==> src/hdl/lssp_pkg.sv <==
// ----------------------------------------------------------------------------
// lssp_pkg: shared types and constants for the line segment steering block
// Holds field widths, register indexes, controller commands and status.
// ----------------------------------------------------------------------------
`default_nettype none
package lssp_pkg;
    localparam int MAX_SEGMENTS_DEF = 20;
    localparam int CFG_W = 21;
    localparam int CFG_IDX_W = 3;

    localparam logic [CFG_IDX_W-1:0] REG_IMAGE_WIDTH = 3'd0;
    localparam logic [CFG_IDX_W-1:0] REG_ROI_CENTER_ROW = 3'd1;
    localparam logic [CFG_IDX_W-1:0] REG_ROI_HALF_HEIGHT = 3'd2;
    localparam logic [CFG_IDX_W-1:0] REG_ROI_HALF_WIDTH = 3'd3;
    localparam logic [CFG_IDX_W-1:0] REG_ROI_HALF_WIDE = 3'd4;
    localparam logic [CFG_IDX_W-1:0] REG_GAIN_P = 3'd5;
    localparam logic [CFG_IDX_W-1:0] REG_GAIN_D = 3'd6;

    localparam int DIV_W = 32;
    localparam int DEN_W = 10;

    typedef struct packed {
        logic load_seg;    // latch the input beat
        logic seg_seen;    // count a segment against the frame limit
        logic div_start;   // start divider on segment quotient
        logic seg_accum;   // add crossing to sum
        logic avg_start;   // start divider on average
        logic mul_p;       // center and gain products
        logic mul_sum;     // steer sum and saturation
        logic finish;      // commit frame result
        logic out_take;    // result accepted downstream
    } t_cmd;

    typedef struct packed {
        logic div_done;
        logic seg_kept;
        logic seg_count;
        logic frame_last;
        logic found;
    } t_status;
endpackage
`default_nettype wire

==> src/hdl/lssp_divider.sv <==
// ----------------------------------------------------------------------------
// lssp_divider: signed restoring divider, one quotient bit per cycle
// Quotient truncates toward zero; denominator is a nonzero magnitude.
// ----------------------------------------------------------------------------
`default_nettype none
module lssp_divider
    import lssp_pkg::*;
(
    input  wire logic                    i_clk,
    input  wire logic                    i_rst_n,
    input  wire logic                    i_start,
    input  wire logic signed [DIV_W-1:0] i_num,
    input  wire logic        [DEN_W:0]   i_den_mag,
    input  wire logic                    i_neg,
    output logic                         o_done,
    output logic signed [DIV_W-1:0]      o_quot
);
    logic [DIV_W-1:0] r_q, n_q;
    logic [DEN_W+1:0] r_rem, n_rem;
    logic [DEN_W:0]   r_den;
    logic             r_neg;
    logic [5:0]       r_cnt;
    logic             r_busy;
    logic [DEN_W+1:0] w_trial;
    logic [DIV_W-1:0] w_mag;

    assign w_mag = i_num[DIV_W-1] ? DIV_W'(-i_num) : DIV_W'(i_num);

    always_comb begin
        w_trial = {r_rem[DEN_W:0], r_q[DIV_W-1]};
        n_q = {r_q[DIV_W-2:0], 1'b0};
        n_rem = w_trial;
        if (w_trial >= {1'b0, r_den}) begin
            n_rem = w_trial - {1'b0, r_den};
            n_q[0] = 1'b1;
        end
    end

    always_ff @(posedge i_clk) begin
        if (!i_rst_n) begin
            r_busy <= 1'b0;
            o_done <= 1'b0;
            r_cnt <= '0;
        end else begin
            o_done <= 1'b0;
            if (i_start) begin
                r_busy <= 1'b1;
                r_cnt <= 6'(DIV_W);
                r_q <= w_mag;
                r_rem <= '0;
                r_den <= i_den_mag;
                r_neg <= i_neg ^ i_num[DIV_W-1];
            end else if (r_busy) begin
                r_q <= n_q;
                r_rem <= n_rem;
                r_cnt <= r_cnt - 6'd1;
                if (r_cnt == 6'd1) begin
                    r_busy <= 1'b0;
                    o_done <= 1'b1;
                end
            end
        end
    end

    assign o_quot = r_neg ? -$signed(r_q) : $signed(r_q);
endmodule
`default_nettype wire

==> src/hdl/lssp_datapath.sv <==
// ----------------------------------------------------------------------------
// lssp_datapath: segment test, crossing sums, PD steering and window update
// Holds the frame accumulators, the configuration registers and the output beat.
// ----------------------------------------------------------------------------
`default_nettype none
module lssp_datapath
    import lssp_pkg::*;
#(
    parameter int MAX_SEGMENTS = MAX_SEGMENTS_DEF
) (
    input  wire logic               i_clk,
    input  wire logic               i_rst_n,
    input  wire t_cmd               i_cmd,
    output t_status                 o_status,
    input  wire logic               i_cfg_we,
    input  wire logic [CFG_IDX_W-1:0] i_cfg_index,
    input  wire logic [CFG_W-1:0]   i_cfg_data,
    input  wire logic [9:0]         i_seg_x_start,
    input  wire logic [9:0]         i_seg_y_start,
    input  wire logic [9:0]         i_seg_x_end,
    input  wire logic [9:0]         i_seg_y_end,
    input  wire logic               i_has_segment,
    input  wire logic               i_last_in_frame,
    output logic signed [39:0]      o_steer_value,
    output logic signed [15:0]      o_line_center,
    output logic                    o_lines_found,
    output logic [9:0]              o_window_left,
    output logic [10:0]             o_window_right,
    output logic signed [10:0]      o_window_top,
    output logic [10:0]             o_window_bottom
);
    localparam int CNT_W = $clog2(MAX_SEGMENTS + 1) + 1;

    logic [10:0] r_img_w;
    logic [9:0]  r_ctr_row;
    logic [8:0]  r_hh, r_hw, r_hww;
    logic signed [20:0] r_gp, r_gd;

    logic signed [31:0] r_sum;
    logic [CNT_W-1:0]   r_kept, r_seen;
    logic signed [15:0] r_prev;
    logic signed [39:0] r_hold;
    logic [9:0]         r_left;

    logic [9:0]  r_x0, r_y0;
    logic signed [10:0] r_dx, r_dy;
    logic        r_has, r_last;

    logic signed [31:0] w_num;
    logic [10:0] w_den;
    logic        w_neg;
    logic        w_div_start;
    logic        w_done;
    logic signed [31:0] w_quot;

    logic [10:0] w_adx, w_ady;
    logic [24:0] w_lhs, w_rhs;
    logic signed [10:0] w_dyy;

    logic signed [16:0] r_center;
    logic signed [41:0] r_prod_p, r_prod_d;
    logic signed [43:0] w_steer;
    logic signed [39:0] r_steer;
    logic signed [36:0] w_cent_full;
    logic signed [16:0] w_cdiff;
    logic signed [15:0] w_cent_sat;
    logic [9:0]  w_half_img;

    always_ff @(posedge i_clk) begin
        if (!i_rst_n) begin
            r_img_w <= 11'd320; r_ctr_row <= 10'd120; r_hh <= 9'd20;
            r_hw <= 9'd20; r_hww <= 9'd60; r_gp <= '0; r_gd <= '0;
        end else if (i_cfg_we) begin
            unique case (i_cfg_index)
                REG_IMAGE_WIDTH:     r_img_w <= i_cfg_data[10:0];
                REG_ROI_CENTER_ROW:  r_ctr_row <= i_cfg_data[9:0];
                REG_ROI_HALF_HEIGHT: r_hh <= i_cfg_data[8:0];
                REG_ROI_HALF_WIDTH:  r_hw <= i_cfg_data[8:0];
                REG_ROI_HALF_WIDE:   r_hww <= i_cfg_data[8:0];
                REG_GAIN_P:          r_gp <= $signed(i_cfg_data);
                REG_GAIN_D:          r_gd <= $signed(i_cfg_data);
                default: ;
            endcase
        end
    end

    assign w_half_img = r_img_w[10:1];
    assign w_adx = r_dx[10] ? 11'(-r_dx) : 11'(r_dx);
    assign w_ady = r_dy[10] ? 11'(-r_dy) : 11'(r_dy);
    assign w_lhs = {w_adx, 12'd0};
    assign w_rhs = 25'(w_ady * 14'd8784);
    assign w_dyy = $signed({2'b00, r_hh}) - $signed({1'b0, r_y0});

    always_comb begin
        if (i_cmd.avg_start) begin
            w_num = r_sum;
            w_den = 11'(r_kept);
            w_neg = 1'b0;
        end else begin
            w_num = 32'(r_dx * w_dyy) <<< 4;
            w_den = w_ady;
            w_neg = r_dy[10];
        end
    end
    assign w_div_start = i_cmd.div_start | i_cmd.avg_start;

    lssp_divider u_div (
        .i_clk, .i_rst_n, .i_start(w_div_start), .i_num(w_num),
        .i_den_mag(w_den), .i_neg(w_neg), .o_done(w_done), .o_quot(w_quot)
    );

    assign o_status.div_done = w_done;
    assign o_status.seg_kept = (r_dy != 0) && (w_lhs < w_rhs);
    assign o_status.seg_count = r_has && (r_seen < CNT_W'(MAX_SEGMENTS));
    assign o_status.frame_last = r_last;
    assign o_status.found = r_kept != 0;

    assign w_cent_full = 37'(w_quot) + 37'($signed({1'b0, r_left}) - $signed({1'b0, w_half_img})) * 16;
    assign w_cent_sat = (w_cent_full > 37'sd32767) ? 16'sd32767 :
                        (w_cent_full < -37'sd32768) ? -16'sd32768 : 16'(w_cent_full);
    assign w_cdiff = r_center - 17'(r_prev);
    assign w_steer = -(44'(r_prod_p) + 44'(r_prod_d));

    // window arithmetic from the updated previous center
    logic signed [15:0] w_pc;
    logic signed [16:0] w_pc8;
    logic signed [12:0] w_c;
    logic signed [14:0] w_r, w_l;
    logic [8:0] w_half;
    assign w_pc = o_status.found ? 16'(r_center) : r_prev;
    assign w_pc8 = 17'(w_pc) + 17'sd8;
    assign w_c = 13'(w_pc8[16] ? -((-w_pc8) >>> 4) : (w_pc8 >>> 4));
    assign w_half = o_status.found ? r_hw : r_hww;
    assign w_r = 15'(w_c) + $signed({6'd0, w_half}) + $signed({5'd0, w_half_img});
    assign w_l = 15'(w_c) - $signed({6'd0, w_half}) + $signed({5'd0, w_half_img});

    always_ff @(posedge i_clk) begin
        if (!i_rst_n) begin
            r_sum <= '0; r_kept <= '0; r_seen <= '0; r_prev <= '0;
            r_hold <= '0; r_left <= 10'd140;
        end else begin
            if (i_cmd.load_seg) begin
                r_x0 <= i_seg_x_start; r_y0 <= i_seg_y_start;
                r_dx <= $signed({1'b0, i_seg_x_end}) - $signed({1'b0, i_seg_x_start});
                r_dy <= $signed({1'b0, i_seg_y_end}) - $signed({1'b0, i_seg_y_start});
                r_has <= i_has_segment; r_last <= i_last_in_frame;
            end
            if (i_cmd.seg_seen) r_seen <= r_seen + CNT_W'(1);
            if (i_cmd.seg_accum) begin
                r_sum <= r_sum + w_quot + 32'({r_x0, 4'd0});
                r_kept <= r_kept + CNT_W'(1);
            end
            if (i_cmd.mul_p) begin
                r_center <= 17'(w_cent_sat);
            end
            if (i_cmd.mul_sum) begin
                r_steer <= (w_steer > 44'sh7FFFFFFFFF) ? 40'sh7FFFFFFFFF :
                           (w_steer < -44'sh8000000000) ? -40'sh8000000000 :
                           40'(w_steer);
            end
            if (i_cmd.finish) begin
                o_lines_found <= o_status.found;
                if (o_status.found) begin
                    o_steer_value <= r_steer; o_line_center <= 16'(r_center);
                    r_prev <= 16'(r_center); r_hold <= r_steer;
                end else begin
                    o_steer_value <= r_hold; o_line_center <= r_prev;
                end
                if (w_r >= $signed({4'd0, r_img_w}))
                    o_window_right <= r_img_w - 11'd1 & {11{r_img_w != 0}};
                else if (w_r < 0) o_window_right <= '0;
                else o_window_right <= 11'(w_r);
                if (w_l <= 0) begin
                    o_window_left <= '0; r_left <= '0;
                end else if (w_l > 15'sd1023) begin
                    o_window_left <= 10'd1023; r_left <= 10'd1023;
                end else begin
                    o_window_left <= 10'(w_l); r_left <= 10'(w_l);
                end
                o_window_top <= $signed({1'b0, r_ctr_row}) - $signed({2'b0, r_hh});
                o_window_bottom <= {1'b0, r_ctr_row} + {2'b0, r_hh};
                r_sum <= '0; r_kept <= '0; r_seen <= '0;
            end
        end
    end

    always_ff @(posedge i_clk) begin
        if (i_cmd.mul_sum || i_cmd.mul_p) begin
            r_prod_p <= 42'(r_center * r_gp);
            r_prod_d <= 42'(w_cdiff * r_gd);
        end
    end
endmodule
`default_nettype wire

==> src/hdl/lssp_ctrl.sv <==
// ----------------------------------------------------------------------------
// lssp_ctrl: sequencer for one beat, from acceptance to result hand-off
// Steps the datapath through segment test, division and frame close.
// ----------------------------------------------------------------------------
`default_nettype none
module lssp_ctrl
    import lssp_pkg::*;
(
    input  wire logic i_clk,
    input  wire logic i_rst_n,
    input  wire logic i_valid,
    output logic      o_stall,
    output logic      o_valid,
    input  wire logic i_stall,
    input  wire t_status i_status,
    output t_cmd      o_cmd
);
    localparam logic [3:0] S_IDLE = 4'd0, S_TEST = 4'd1, S_DIV = 4'd2, S_ACC = 4'd3,
        S_FRAME = 4'd4, S_AVG = 4'd5, S_CEN = 4'd6, S_MULP = 4'd7, S_MULS = 4'd8,
        S_FIN = 4'd9, S_SAT = 4'd11;
    logic [3:0] r_state, n_state;
    logic r_ov;

    always_comb begin
        o_cmd = '0;
        n_state = r_state;
        unique case (r_state)
            S_IDLE: if (i_valid && !r_ov) begin
                o_cmd.load_seg = 1'b1; n_state = S_TEST;
            end
            S_TEST: begin
                o_cmd.seg_seen = i_status.seg_count;
                if (i_status.seg_count && i_status.seg_kept) begin
                    o_cmd.div_start = 1'b1; n_state = S_DIV;
                end else begin
                    n_state = S_FRAME;
                end
            end
            S_DIV: if (i_status.div_done) n_state = S_ACC;
            S_ACC: begin o_cmd.seg_accum = 1'b1; n_state = S_FRAME; end
            S_FRAME: if (!i_status.frame_last) n_state = S_IDLE;
                else if (i_status.found) begin
                    o_cmd.avg_start = 1'b1; n_state = S_AVG;
                end else n_state = S_FIN;
            S_AVG: if (i_status.div_done) n_state = S_CEN;
            S_CEN: begin o_cmd.mul_p = 1'b1; n_state = S_MULP; end
            S_MULP: begin o_cmd.mul_sum = 1'b1; n_state = S_MULS; end
            S_MULS: begin o_cmd.mul_sum = 1'b1; n_state = S_SAT; end
            S_SAT: n_state = S_FIN;
            S_FIN: begin o_cmd.finish = 1'b1; n_state = S_IDLE; end
            default: n_state = S_IDLE;
        endcase
        o_cmd.out_take = r_ov && !i_stall;
    end

    always_ff @(posedge i_clk) begin
        if (!i_rst_n) begin
            r_state <= S_IDLE; r_ov <= 1'b0;
        end else begin
            r_state <= n_state;
            if (o_cmd.finish) r_ov <= 1'b1;
            else if (o_cmd.out_take) r_ov <= 1'b0;
        end
    end

    assign o_stall = (r_state != S_IDLE) || r_ov;
    assign o_valid = r_ov;
endmodule
`default_nettype wire

==> src/hdl/line_segment_steering_pd.sv <==
// ----------------------------------------------------------------------------
// line_segment_steering_pd: PD steering from the line segments of a frame
// Top level joining the sequencer and the datapath.
// ----------------------------------------------------------------------------
// Usage: segments of one frame enter as beats on the input channel
// (i_valid/o_stall); the beat with i_last_in_frame set closes the frame
// and produces one result beat on the output channel (o_valid/i_stall).
// Other beats produce no result.
// A segment beat passes only the test and frame states when rejected; when kept
// it also runs the bit-serial divider that forms the row crossing.
// Frame close, when lines were found, runs the divider again to average the
// crossings, then the center step and the two multiply stages for the PD terms;
// with no line kept it goes straight to committing the result.
// One beat is in work at a time; the input stalls until it is done.
// A finished result sits in the output register while the receiver
// stalls, and the input stays stalled until that result is taken.
// Synchronous active-low reset clears the frame sums, the steering history and the
// registers to their defaults; the window restarts at 140..180. Configuration is
// written through i_cfg_we/i_cfg_index/i_cfg_data by the user while idle; not enforced.
// ----------------------------------------------------------------------------
`default_nettype none
module line_segment_steering_pd
    import lssp_pkg::*;
#(
    parameter int MAX_SEGMENTS = MAX_SEGMENTS_DEF
) (
    input  wire logic               i_clk,
    input  wire logic               i_rst_n,
    input  wire logic               i_cfg_we,
    input  wire logic [CFG_IDX_W-1:0] i_cfg_index,
    input  wire logic [CFG_W-1:0]   i_cfg_data,
    input  wire logic               i_valid,
    output logic                    o_stall,
    input  wire logic [9:0]         i_seg_x_start,
    input  wire logic [9:0]         i_seg_y_start,
    input  wire logic [9:0]         i_seg_x_end,
    input  wire logic [9:0]         i_seg_y_end,
    input  wire logic               i_has_segment,
    input  wire logic               i_last_in_frame,
    output logic                    o_valid,
    input  wire logic               i_stall,
    output logic signed [39:0]      o_steer_value,
    output logic signed [15:0]      o_line_center,
    output logic                    o_lines_found,
    output logic [9:0]              o_window_left,
    output logic [10:0]             o_window_right,
    output logic signed [10:0]      o_window_top,
    output logic [10:0]             o_window_bottom
);
    t_cmd    w_cmd;
    t_status w_status;

    lssp_ctrl u_ctrl (
        .i_clk, .i_rst_n, .i_valid, .o_stall, .o_valid, .i_stall,
        .i_status(w_status), .o_cmd(w_cmd)
    );

    lssp_datapath #(.MAX_SEGMENTS(MAX_SEGMENTS)) u_dp (
        .i_clk, .i_rst_n, .i_cmd(w_cmd), .o_status(w_status),
        .i_cfg_we, .i_cfg_index, .i_cfg_data,
        .i_seg_x_start, .i_seg_y_start, .i_seg_x_end, .i_seg_y_end,
        .i_has_segment, .i_last_in_frame,
        .o_steer_value, .o_line_center, .o_lines_found, .o_window_left,
        .o_window_right, .o_window_top, .o_window_bottom
    );
endmodule
`default_nettype wire
==> config.mk <==
export PLATFORM = sky130hd
export DESIGN_NAME = line_segment_steering_pd
export DESIGN_NICKNAME = d
export VERILOG_FILES = /design/src/hdl/lssp_pkg.sv /design/src/hdl/lssp_divider.sv /design/src/hdl/lssp_datapath.sv /design/src/hdl/lssp_ctrl.sv /design/src/hdl/line_segment_steering_pd.sv
export SDC_FILE = /design/constraint.sdc
export NUM_CORES = 2
export LEC_CHECK = 0
export BUFFER_PORTS_ARGS = -buffer_cell sky130_fd_sc_hd__buf_2
export CORE_ASPECT_RATIO = 1.2
export CORE_MARGIN = 2
export CORE_UTILIZATION = 60
export CTS_BUF_LIST = sky130_fd_sc_hd__clkbuf_8 sky130_fd_sc_hd__clkbuf_16
export CTS_CLUSTER_DIAMETER = 30
export DETAILED_ROUTE_END_ITERATION = 6
export GPL_TIMING_DRIVEN = 0
export MAX_ROUTING_LAYER = met4
export PLACE_DENSITY_LB_ADDON = 0.2
export SLEW_MARGIN = 5
export SYNTH_ARGS = -nofsm -noshare
export SYNTH_HDL_FRONTEND = slang
export SYNTH_HIERARCHICAL = 1
export SYNTH_SLANG_ARGS = --single-unit
==> constraint.sdc <==
create_clock -name i_clk -period 26.2 [get_ports i_clk]
set_input_delay 2.62 -clock i_clk [delete_from_list [all_inputs] [get_ports i_clk]]
set_output_delay 2.62 -clock i_clk [all_outputs]
set_load 0.05 [all_outputs]
==> results.md <==
- CTS H-Tree Depth: 3
- Final Non-Filler Cells: 8937
- Post-Route WL: 186000 microns
- Status: complete, no violations
- Crit path max fanout: 10
- Mapped Cells: 7133
- CP peak stage delay: 960 ps
- Syn_nets: 8648
- Design Power: 10.37 mW
- CTS buffer count: 113
- Utilization after layout: 66.98%
- Clock root cell: clkbuf_16
- WP data arrival: 12810 ps
- Dpl cells: 8717
- Final setup skew: 51.84 ps
- Critical Path RT: 26620 ps
- Drt pass-1 iters: 6
- Die span in y: 366.4 microns
- TritonCTS clock tree: done
- DRT antenna net count: 0
- Peak VDD IR: 0.5919 mV
- Max Freq: 80.71 MHz
- Pre-CTS setup slack: 14200 ps
- Mapped cell area: 65660 sq um
- DR vias/cell: 5.800
- PwrDens: 143.2 nW/um^2
- Worst Tran Pin Value: 1238 ps
- GRT overflow: 0
- Min Clock Period, post-route: 12390 ps
- Most common cell after layout, fill and taps aside: inv_1
- Avg WL per Cell: 20.81 microns
- Multi-input gate area in the final layout: 45880 sq um
- Die Footprint: 112100 sq um
- Cts-stage hold buffer count: 0
- Largest net degree at the start of global routing: 62
- Syn_area_per_cell: 9.205 sq um
- Setup CP Type: reg2reg
- Yosys warnings: 6
- Final Cycle Share: 47.29%
- Final hold viol count: 0
- Max-Slew Margin vs Limit: 16.38%
- Crit path capture type: register
- # clock sinks: 542
- Setup ws final: 13810 ps
- First-pass GRT wire length: 289200 microns
- Detail Placement HPWL: 152200 microns
- Number of global-route vias before repair: 52323
- IO Pins: 173
- Type of origin of the critical path: register
- Post-CTS Resized: 0
- DR vias: 51836
- Total GRT Usage: 34.55%
- P_leak: 33.37 nW
- Clock Latency Late Sink: 760 ps
- Die Wd: 306.0 microns
- Max Slew Vio Count: 0
- Layout Area Growth over Synthesis: 10.35%
- RSZ-0062 raised after global routing: false
- Nets: 8940
- RD Place Congestion: 0.9867
- Starting Density: 60.70%
- Core area: 108200 sq um
- Commonest non-fill, non-tap cells in the layout: 1242 x inv_1, 912 x nand2_1, 854 x fa_1, 590 x ha_1, 329 x edfxtp_1
- Post-CTS setup buffer count: 0
- Setup-failing EPs final: 0
- Worst-path clk slew: 50 ps
- # rows: 132
- Most frequent CP cell: fa_1
- Sequential cell area: 14140 sq um
- Max-cap violations: 0
- DRT iter0 DRCs: 4223
- Post-route DRC: 0
- Hold crit path type: reg2reg
- Fillers: 8649
- CTS max path bufs: 3
- Layout cells sized above 1: 6.193%
- Initial antenna violation count: 13
- IO Port Bufs: 170
- Slowest CP cell: a211oi_1
- Fin Setup TNS: 0 ps
-- critical path, delay by kind of cell, from the launching register on --
kind	cells	cell delay, ps
AND/OR/NAND/NOR	3	510
adder cells (fa/ha/maj)	9	4150
flip-flops	1	530
buffers and inverters	4	710
AO/OA/AOI/OAI	20	5700
XOR/XNOR	1	410
-- cell type report --
cell class	instances	share of cell area, %
well taps	1407	2.430
flip-flops and latches	542	19.52
inverters	1233	6.387
clock buffers	120	4.066
repair buffers	177	1.371
clock inverters	95	1.463
multi-input cells	5095	63.32
diodes	5	0.01727
plain buffers	263	1.425
-- power by group --
| group | total, mW | internal, mW | switching (mW) |
|---|---|---|---|
| registers | 1.15 | 1.08 | 0.0705 |
| clock network | 1.48 | 0.945 | 0.536 |
| logic | 7.74 | 3.15 | 4.59 |
-- stage by stage --
stage                     hold WS [ps]  instance area [sq um]
after CTS                        466.0                  72440
after global placement           449.8                  68270
after floorplan                  439.8                  65660
final                            464.7                  72460
after global routing             485.3                  72460
after detailed placement         454.1                  68440
-- state kept, by name, summed over array words and instances (netlist names), 21 cells and up --
name,flops
u_dp/o_steer_value,40
u_dp/r_gd,21
u_dp/r_gp,21
u_dp/u_div/r_q,32
u_dp/r_prod_d,38
u_dp/r_steer,40
u_dp/r_hold,40
u_dp/r_sum,32
u_dp/r_prod_p,37
-- path summary, 6_finish.rpt --
path | cells after the start | from | slack (ps) | end
setup / recovery | 37 | u_dp/r_center[0] | 13810 | u_dp/r_prod_d[37]
hold / removal | 2 | u_dp/r_hw[0] | 460 | u_dp/r_hw[0]
setup reg to reg | 37 | u_dp/r_center[0] | 13810 | u_dp/r_prod_d[37]
hold reg to reg | 2 | u_dp/r_hw[0] | 460 | u_dp/r_hw[0]
-- per-layer routing --
layer  part of all wire [%]  track usage, %  wire [microns]
met5                      0               -               0
met4                    6.3           18.91           11770
met3                    8.0           5.708           14920
met2                     47           54.42           86800
met1                     39           42.61           72520
No activity file was read; power rests on OpenSTA's default activity.
